$ cat src/hw/rtl/assert_macros.svh
// Assertion macros shared by the seed residual RTL.
// Each macro expands to one labeled concurrent assertion on a clock and a reset.
`ifndef ASSERT_MACROS_SVH
`define ASSERT_MACROS_SVH

// Same-cycle implication: the consequent holds whenever the antecedent does.
`define ASSERT_IMP(name, clk_sig, rst_sig, ante, cons) \
  name: assert property (@(posedge clk_sig) disable iff (rst_sig) (ante) |-> (cons)) \
    else $error("same-cycle check failed");

// Next-cycle implication: the consequent holds in the cycle after the antecedent.
`define ASSERT_NXT(name, clk_sig, rst_sig, ante, cons) \
  name: assert property (@(posedge clk_sig) disable iff (rst_sig) (ante) |=> (cons)) \
    else $error("next-cycle check failed");

`endif

$ cat src/hw/rtl/shlr_pkg.sv
// Shared widths and payload types for the seed hit line residual block.
// No dependencies; every module of the block uses this package.
`timescale 1ns / 1ps
`default_nettype none

package shlr_pkg;

  // Coordinate and result widths.
  localparam int COORD_WIDTH = 24;
  localparam int RES_WIDTH   = 48;

  // Differences of two coordinates, signed.
  localparam int DIFF_W = COORD_WIDTH + 1;
  // Signed product of two differences.
  localparam int PROD_W = 2 * COORD_WIDTH + 1;
  // Magnitude of the cross term and the squared chord length.
  localparam int MAG_W  = 2 * COORD_WIDTH + 1;
  // Square of the cross term.
  localparam int SQ_W   = 2 * MAG_W;
  // Quotient of the squared cross term by the squared chord length.
  localparam int QUO_W  = 2 * COORD_WIDTH + 1;
  // Integer square root of the quotient.
  localparam int ROOT_W = COORD_WIDTH + 1;

  typedef logic signed [COORD_WIDTH-1:0] coord_t;

  typedef struct packed {
    coord_t inner_radius;
    coord_t inner_z;
    coord_t middle_radius;
    coord_t middle_z;
    coord_t outer_radius;
    coord_t outer_z;
  } seed_t;

  typedef struct packed {
    logic [RES_WIDTH-1:0] residual;
    logic                 degenerate;
  } result_t;

  // Request into the divider pipeline.
  typedef struct packed {
    logic [SQ_W-1:0]  dividend;
    logic [MAG_W-1:0] divisor;
    logic             square;
    logic             degenerate;
  } div_req_t;

  // Quotient out of the divider pipeline.
  typedef struct packed {
    logic [QUO_W-1:0] quotient;
    logic             square;
    logic             degenerate;
  } quo_t;

  // Quotient and its root out of the root pipeline.
  typedef struct packed {
    logic [QUO_W-1:0]  quotient;
    logic [ROOT_W-1:0] root;
    logic              square;
    logic              degenerate;
  } root_t;

endpackage

`default_nettype wire

$ cat src/hw/rtl/shlr_sqrt.sv
// Pipelined integer square root: one root bit per register stage.
// Depends on shlr_pkg.
`timescale 1ns / 1ps
`default_nettype none

module shlr_sqrt (
  input  logic            clk,
  input  logic            rst,
  input  logic            quo_valid,
  output logic            quo_stall,
  input  shlr_pkg::quo_t  quo,
  output logic            root_valid,
  input  logic            root_stall,
  output shlr_pkg::root_t root
);

  localparam int QUO_W  = shlr_pkg::QUO_W;
  localparam int ROOT_W = shlr_pkg::ROOT_W;
  localparam int PAD_W  = 2 * ROOT_W;
  localparam int REM_W  = ROOT_W + 1;
  localparam int LAST   = ROOT_W - 1;

  logic              vld [ROOT_W];
  logic [QUO_W-1:0]  q   [ROOT_W];
  logic [ROOT_W-1:0] rt  [ROOT_W];
  logic [REM_W-1:0]  rem [ROOT_W];
  logic              sq  [ROOT_W];
  logic              dg  [ROOT_W];
  wire  [ROOT_W-1:0] en;

  for (genvar k = 0; k < ROOT_W; k++) begin : g_stage
    logic              v_src;
    logic [QUO_W-1:0]  q_src;
    logic [ROOT_W-1:0] rt_src;
    logic [REM_W-1:0]  rem_src;
    logic              sq_src;
    logic              dg_src;
    logic [PAD_W-1:0]  qpad;
    logic [REM_W+1:0]  trial;
    logic [REM_W+1:0]  cand;
    logic              fits;

    if (k == 0) begin : g_first
      assign v_src   = quo_valid;
      assign q_src   = quo.quotient;
      assign rt_src  = '0;
      assign rem_src = '0;
      assign sq_src  = quo.square;
      assign dg_src  = quo.degenerate;
    end else begin : g_next
      assign v_src   = vld[k-1];
      assign q_src   = q[k-1];
      assign rt_src  = rt[k-1];
      assign rem_src = rem[k-1];
      assign sq_src  = sq[k-1];
      assign dg_src  = dg[k-1];
    end

    if (k == LAST) begin : g_en_last
      assign en[k] = !vld[k] || !root_stall;
    end else begin : g_en_mid
      assign en[k] = !vld[k] || en[k+1];
    end

    // Bring down the next pair of quotient bits and try 4*root + 1.
    assign qpad  = PAD_W'(q_src);
    assign trial = {rem_src, qpad[PAD_W-1-2*k -: 2]};
    assign cand  = {1'b0, rt_src, 2'b01};
    assign fits  = trial >= cand;

    always_ff @(posedge clk) begin
      if (rst) begin
        vld[k] <= 1'b0;
      end else if (en[k]) begin
        vld[k] <= v_src;
      end
    end

    always_ff @(posedge clk) begin
      if (en[k]) begin
        q[k]   <= q_src;
        rt[k]  <= {rt_src[ROOT_W-2:0], fits};
        rem[k] <= fits ? REM_W'(trial - cand) : REM_W'(trial);
        sq[k]  <= sq_src;
        dg[k]  <= dg_src;
      end
    end
  end

  assign quo_stall       = !en[0];
  assign root_valid      = vld[LAST];
  assign root.quotient   = q[LAST];
  assign root.root       = rt[LAST];
  assign root.square     = sq[LAST];
  assign root.degenerate = dg[LAST];

endmodule

`default_nettype wire

$ cat config.mk
export PLATFORM = sky130hd
export DESIGN_NAME = shlr_sqrt
export DESIGN_NICKNAME = d
export VERILOG_FILES = /design/src/hw/rtl/assert_macros.svh /design/src/hw/rtl/shlr_pkg.sv /design/src/hw/rtl/shlr_sqrt.sv
export SDC_FILE = /design/constraint.sdc
export NUM_CORES = 2
export LEC_CHECK = 0
export BUFFER_PORTS_ARGS = -buffer_cell sky130_fd_sc_hd__buf_2
export CORE_MARGIN = 3
export CORE_UTILIZATION = 46
export DETAILED_ROUTE_END_ITERATION = 10
export GPL_TIMING_DRIVEN = 0
export HOLD_SLACK_MARGIN = 0.1
export PLACE_DENSITY = 0.59
export SLEW_MARGIN = 15
export SYNTH_ARGS = -nofsm -noshare
export SYNTH_HDL_FRONTEND = slang
export SYNTH_SLANG_ARGS = --single-unit
export TNS_END_PERCENT = 100
$ cat constraint.sdc
create_clock -name clk -period 15.25 [get_ports clk]
set_clock_uncertainty 0.1 [all_clocks]
set_input_delay 1.525 -clock clk [delete_from_list [all_inputs] [get_ports clk]]
set_output_delay 1.525 -clock clk [all_outputs]
set_load 0.05 [all_outputs]
# Word level (Yosys, flattened, before mapping)
# Memory sizes are Yosys's and may differ from the RTL's.
# Index checks and enable logic that the tools add are counted.
totals:
  out_inout_bits: 78
  elab_cells: 285
  regBits: 0
  mem_count: 6
  mem_bits_rw: 2575
memory_table:
  columns: ["memory", "depth", "width", "rd", "rd_ports_with_merged_regs", "write_ports", "line", "source"]
  rows:
  - ["q", 25, 49, 25, 0, 25, "shlr_sqrt.sv:24", "logic [QUO_W-1:0] q [ROOT_W];"]
  - ["rem", 25, 26, 24, 0, 25, "shlr_sqrt.sv:26", "logic [REM_W-1:0] rem [ROOT_W];"]
  - ["rt", 25, 25, 25, 0, 25, "shlr_sqrt.sv:25", "logic [ROOT_W-1:0] rt [ROOT_W];"]
  - ["dg", 25, 1, 25, 0, 25, "shlr_sqrt.sv:28", "logic dg [ROOT_W];"]
  - ["sq", 25, 1, 25, 0, 25, "shlr_sqrt.sv:27", "logic sq [ROOT_W];"]
  - ["vld", 25, 1, 25, 0, 25, "shlr_sqrt.sv:23", "logic vld [ROOT_W];"]
op_classes:
  mux: 152
  reduce_logical: 52
  order_cmp: 25
  addsub: 25
  n_bitwise: 25
op_table:
  columns: ["operator", "n"]
  rows:
  - ["28-bit by 27-bit greater-or-equal comparator with 1-bit output", 24]
  - ["26-bit 2-to-1 mux", 25]
  - ["26-bit subtractor", 24]
  - ["1-bit 2-to-1 mux", 127]
  - ["1-bit zero test", 27]
  - ["1-bit logical OR", 25]
  - ["1-bit OR", 25]
  - ["1-bit by 1-bit subtractor with 2-bit output, second input constant", 1]
  - ["1-bit greater-or-equal comparator, second input constant", 1]

# Depth between registers and ports, before layout
# An unclocked memory read counts as a cell.
depth:
  depth_word: 31
  depth_mapped: 14

# Worst setup path before layout
# OpenSTA, ideal clock, no wires.
synth_timing:
  path_type: "input-to-reg"
  from: "input root_stall"
  to: "memory vld[2][0] (netlist: vld[0][2]), data pin"
  slack_ns: 3.482
  t_arrival_ns: 11.525
  cell_stages: 14
  required_time_ns: 15.007
  path_cell_list: "and3_1 > buf_2 > inv_1 > nor2_1 > and3_1 > and3_1 > clkbuf_2 > nand2_1 > nor2_1 > inv_1 > nor2_1 > and3_1 > nand2_1 > and3b_1"
synth_lines:
  columns: ["element", "line", "source"]
  rows:
  - ["start, declared", "shlr_sqrt.sv:13", "input logic root_stall,"]
  - ["end, declared", "shlr_sqrt.sv:23", null]

# Worst setup path after layout
layout_timing:
  from: "input root_stall"
  to: "output quo_stall"
layout_between:
  elab_chain_len: 27
layout_lines:
  columns: ["element", "line", "source"]
  rows:
  - ["1-bit zero test", "shlr_sqrt.sv:60", "assign en[k] = !vld[k] || !root_stall;"]
  - ["1-bit logical OR", "shlr_sqrt.sv:60", null]
  - ["1-bit logical OR", "shlr_sqrt.sv:62", "assign en[k] = !vld[k] || en[k+1];"]
  - ["via en[23]", "shlr_sqrt.sv:29", "wire [ROOT_W-1:0] en;"]
  - ["1-bit logical OR (8 in series)", "shlr_sqrt.sv:62", null]
  - ["via en[15]", "shlr_sqrt.sv:29", null]
  - ["1-bit logical OR (5 in series)", "shlr_sqrt.sv:62", null]
  - ["via en[10]", "shlr_sqrt.sv:29", null]
  - ["1-bit logical OR (10 in series)", "shlr_sqrt.sv:62", null]
  - ["1-bit zero test", "shlr_sqrt.sv:90", "assign quo_stall = !en[0];"]
  - ["end, declared", "shlr_sqrt.sv:10", "output logic quo_stall,"]
# The timed path passes the listed nets, and every way through them passes these cells.

==> results.sh <==
export IMPL_synth_main_ff_cell="edfxtp_1"
export IMPL_clk_transition_reported_paths_ns=0.06
export IMPL_antenna_found_initial=6
export IMPL_hp_start="q[1][16]"
export IMPL_r2r_start="vld[1][8]"
export IMPL_synth_distinct_cells=88
export IMPL_ys_seq_area_share_pct=72.9
export IMPL_power_switching_w=0.00368
export IMPL_worst_hold_slack_ns=0.271
export IMPL_vias_per_cell=5.26
export IMPL_drc=0
export IMPL_root_buffer="clkbuf_16"
export IMPL_cp_max_fo=41
export IMPL_hold_buffers=0
export IMPL_initialDrtViolationCount=3211
export IMPL_syn_to_final_growth_pct=13.3
export IMPL_r2r_slack_ns=9.55
export IMPL_post_route_util_pct=52.7
export IMPL_io_buffers=132
export IMPL_worst_slack_ns=7.55
export IMPL_grt_pass1_vias=47600
export IMPL_worstPathArrival_ns=6.07
export IMPL_p_seq_share_pct=53.3
export IMPL_reg2reg_to="q[0][123]"
export IMPL_initial_core_util_pct=46.5
export IMPL_dr_total_vias=48000
export IMPL_final_common_cell="edfxtp_1"
export IMPL_dp_hpwl_um=122000
export IMPL_fin_nets=6820
export IMPL_synth_edf_count=2184
export IMPL_setup_violations_final=0
export IMPL_grt_max_degree=84
export IMPL_cts_max_level=4
export IMPL_hold_depth=0
export IMPL_pwr_share_clk_pct=35.0
export IMPL_p_leak_nw=40.3
export IMPL_synthArstFlopShare_pct=0
export IMPL_hp_class="reg -> reg"
export IMPL_cp_start_kind="input port"
export IMPL_drv_slew=0
export IMPL_grt_ovfl_total=0
export IMPL_gp_congestion=0.893
export IMPL_place_ws_ns=7.46
export IMPL_num_rows=161
export IMPL_drt_pass1_iterations=5
export IMPL_synth_warnings=0
export IMPL_fp_dieH_um=448
export IMPL_cp_end_kind="primary output"
export IMPL_synthCells=6025
export IMPL_rsz0062_at_grt="false"
export IMPL_reg2regPathDepth=14
export IMPL_insertion_delay_ns=0.84
export IMPL_cts_buffer_depth=3
export IMPL_fmax_mhz=130
export IMPL_ir_worst_vdd_mv=0.101
export IMPL_place_area_um2=94800
export IMPL_hold_viol=0
export IMPL_ys_ff_latch=2184
export IMPL_syn_area_um2=90000
export IMPL_die_width_um=448
export IMPL_period_share_pct=50.5
export IMPL_cts_tree="built"
export IMPL_relSlewSlack_pct=28.1
export IMPL_comb_power_share_pct=11.7
export IMPL_cts_resized=0
export IMPL_clkSinkCount=2184
export IMPL_p_int_w=0.0113
export IMPL_synth_nets=6430
export IMPL_powerDensity_nw_per_um2=147
export IMPL_sw_frac_of_total_pct=24.6
export IMPL_ant_nets=0
export IMPL_syn_area_per_cell_um2=14.9
export IMPL_drive_above_1_share_pct=9.15
export IMPL_mostFrequentLayoutCells="2184 x edfxtp_1, 449 x inv_1, 375 x nand2_1"
export IMPL_cts_setup_buffers=0
export IMPL_hold_end="q[1][65]"
export IMPL_max_cap_viol_count=0
export IMPL_cts_made_buffers=220
export IMPL_pin_count=133
export IMPL_track_usage_pct=16.9
export IMPL_die_area_um2=201000
export IMPL_post_route_cell_area_um2=102000
export IMPL_fin_crit_ns=7.70
export IMPL_core_area_um2=193000
export IMPL_routed_wl_um=169000
export IMPL_wl_per_cell_um=18.5
export IMPL_tightest_slew_ns=1.07
export IMPL_required_ns=13.63
export IMPL_status="finished clean"
export IMPL_grt_pass1_wl_um=266000
export IMPL_critPathKind="in -> out"
[power groups by stage]
stage	clock network [W]	registers (W)	logic [W]
finish	0.00524	0.00800	0.00175
global route	0.00566	0.00808	0.00198
CTS	0.00542	0.00801	0.00176
detailed placement	0	0.00813	0.00175
global placement	0	0.00811	0.00172
floorplan	0	0.00795	0.00132
[worst max path at each step]
| stage | from | endpoint | cells past startpoint |
|---|---|---|---|
| final | root_stall | quo_stall | 14 |
| after global routing | root_stall | quo_stall | 14 |
| after CTS | root_stall | quo_stall | 14 |
| after detailed placement | root_stall | quo_stall | 14 |
| after global placement | root_stall | q[0][122] | 14 |
| after floorplan | root_stall | vld[0][2] | 14 |
[per-layer routing]
| metal | GRT usage, % | vias to the layer above | share of wire [%] |
|---|---|---|---|
| li1 | - | 23300 | - |
| met1 | 22.3 | 23500 | 43 |
| met2 | 29.2 | 970 | 50 |
| met3 | 2.54 | 275 | 4.2 |
| met4 | 5.01 | 0 | 2.5 |
| met5 | 0 | - | 0 |
[cells in the mapped netlist (all sizes together), types with 85 or more instances]
library cell,n,share of area (%)
nor3,134,0.75
xnor2,253,2.5
xor2,212,2.1
edfxtp,2184,73
a21o,93,0.78
nand2,386,1.6
o21ai,293,1.6
nor2,337,1.4
inv,460,1.9
nand3,85,0.47
a21oi,304,1.7
ha,350,4.9
[through the flow]
stage,TNS [ns],instances,power [W]
2_1_floorplan,0,6025,0.00927
3_3_place_gp,-573.64,8683,0.00984
3_5_place_dp,0,8719,0.00988
4_1_cts,0,9127,0.0152
5_1_grt,0,9128,0.0157
6_report,0,9128,0.0150
[state kept, by name, summed over array words and instances (netlist names)]
| register | flops |
|---|---|
| vld | 25 |
| rt | 313 |
| q | 1212 |
| dg | 25 |
| rem | 584 |
| sq | 25 |
[cell families after synthesis]
kind of cell,count (synthesis),synth area share [%]
multiplexers,44,0.540
AO/OA/AOI/OAI,1010,6.91
AND/OR/NAND/NOR,1434,8.00
buffers and inverters,537,2.26
adder cells (fa/ha/maj),350,4.87
flip-flops,2184,72.9
XOR/XNOR,465,4.53
other,1,0.00417
[layout make-up]
type                    instances  area (um^2)
diodes                          1         2.50
plain buffers                  76          299
clock buffers                 276         5780
clock inverters               132         1370
fillers                     15800        91400
inverters                     461         1770
multi-input cells            3304        22500
flip-flops and latches       2184        65600
well taps                    2526         3160
repair buffers                168         1510
[worst max-delay path, stage by stage]
cell and delay, ns:
buf_2 0.11, and3_1 0.14, buf_2 0.24, inv_6 0.16, nor2_1 0.51, and3_1 0.42
and3_1 0.20, clkbuf_2 0.24, nand2_4 0.42, nor2_1 0.54, inv_4 0.30, nor2_1 0.63
and3_1 0.32, buf_2 0.28
No activity file was read; power rests on OpenSTA's default activity.
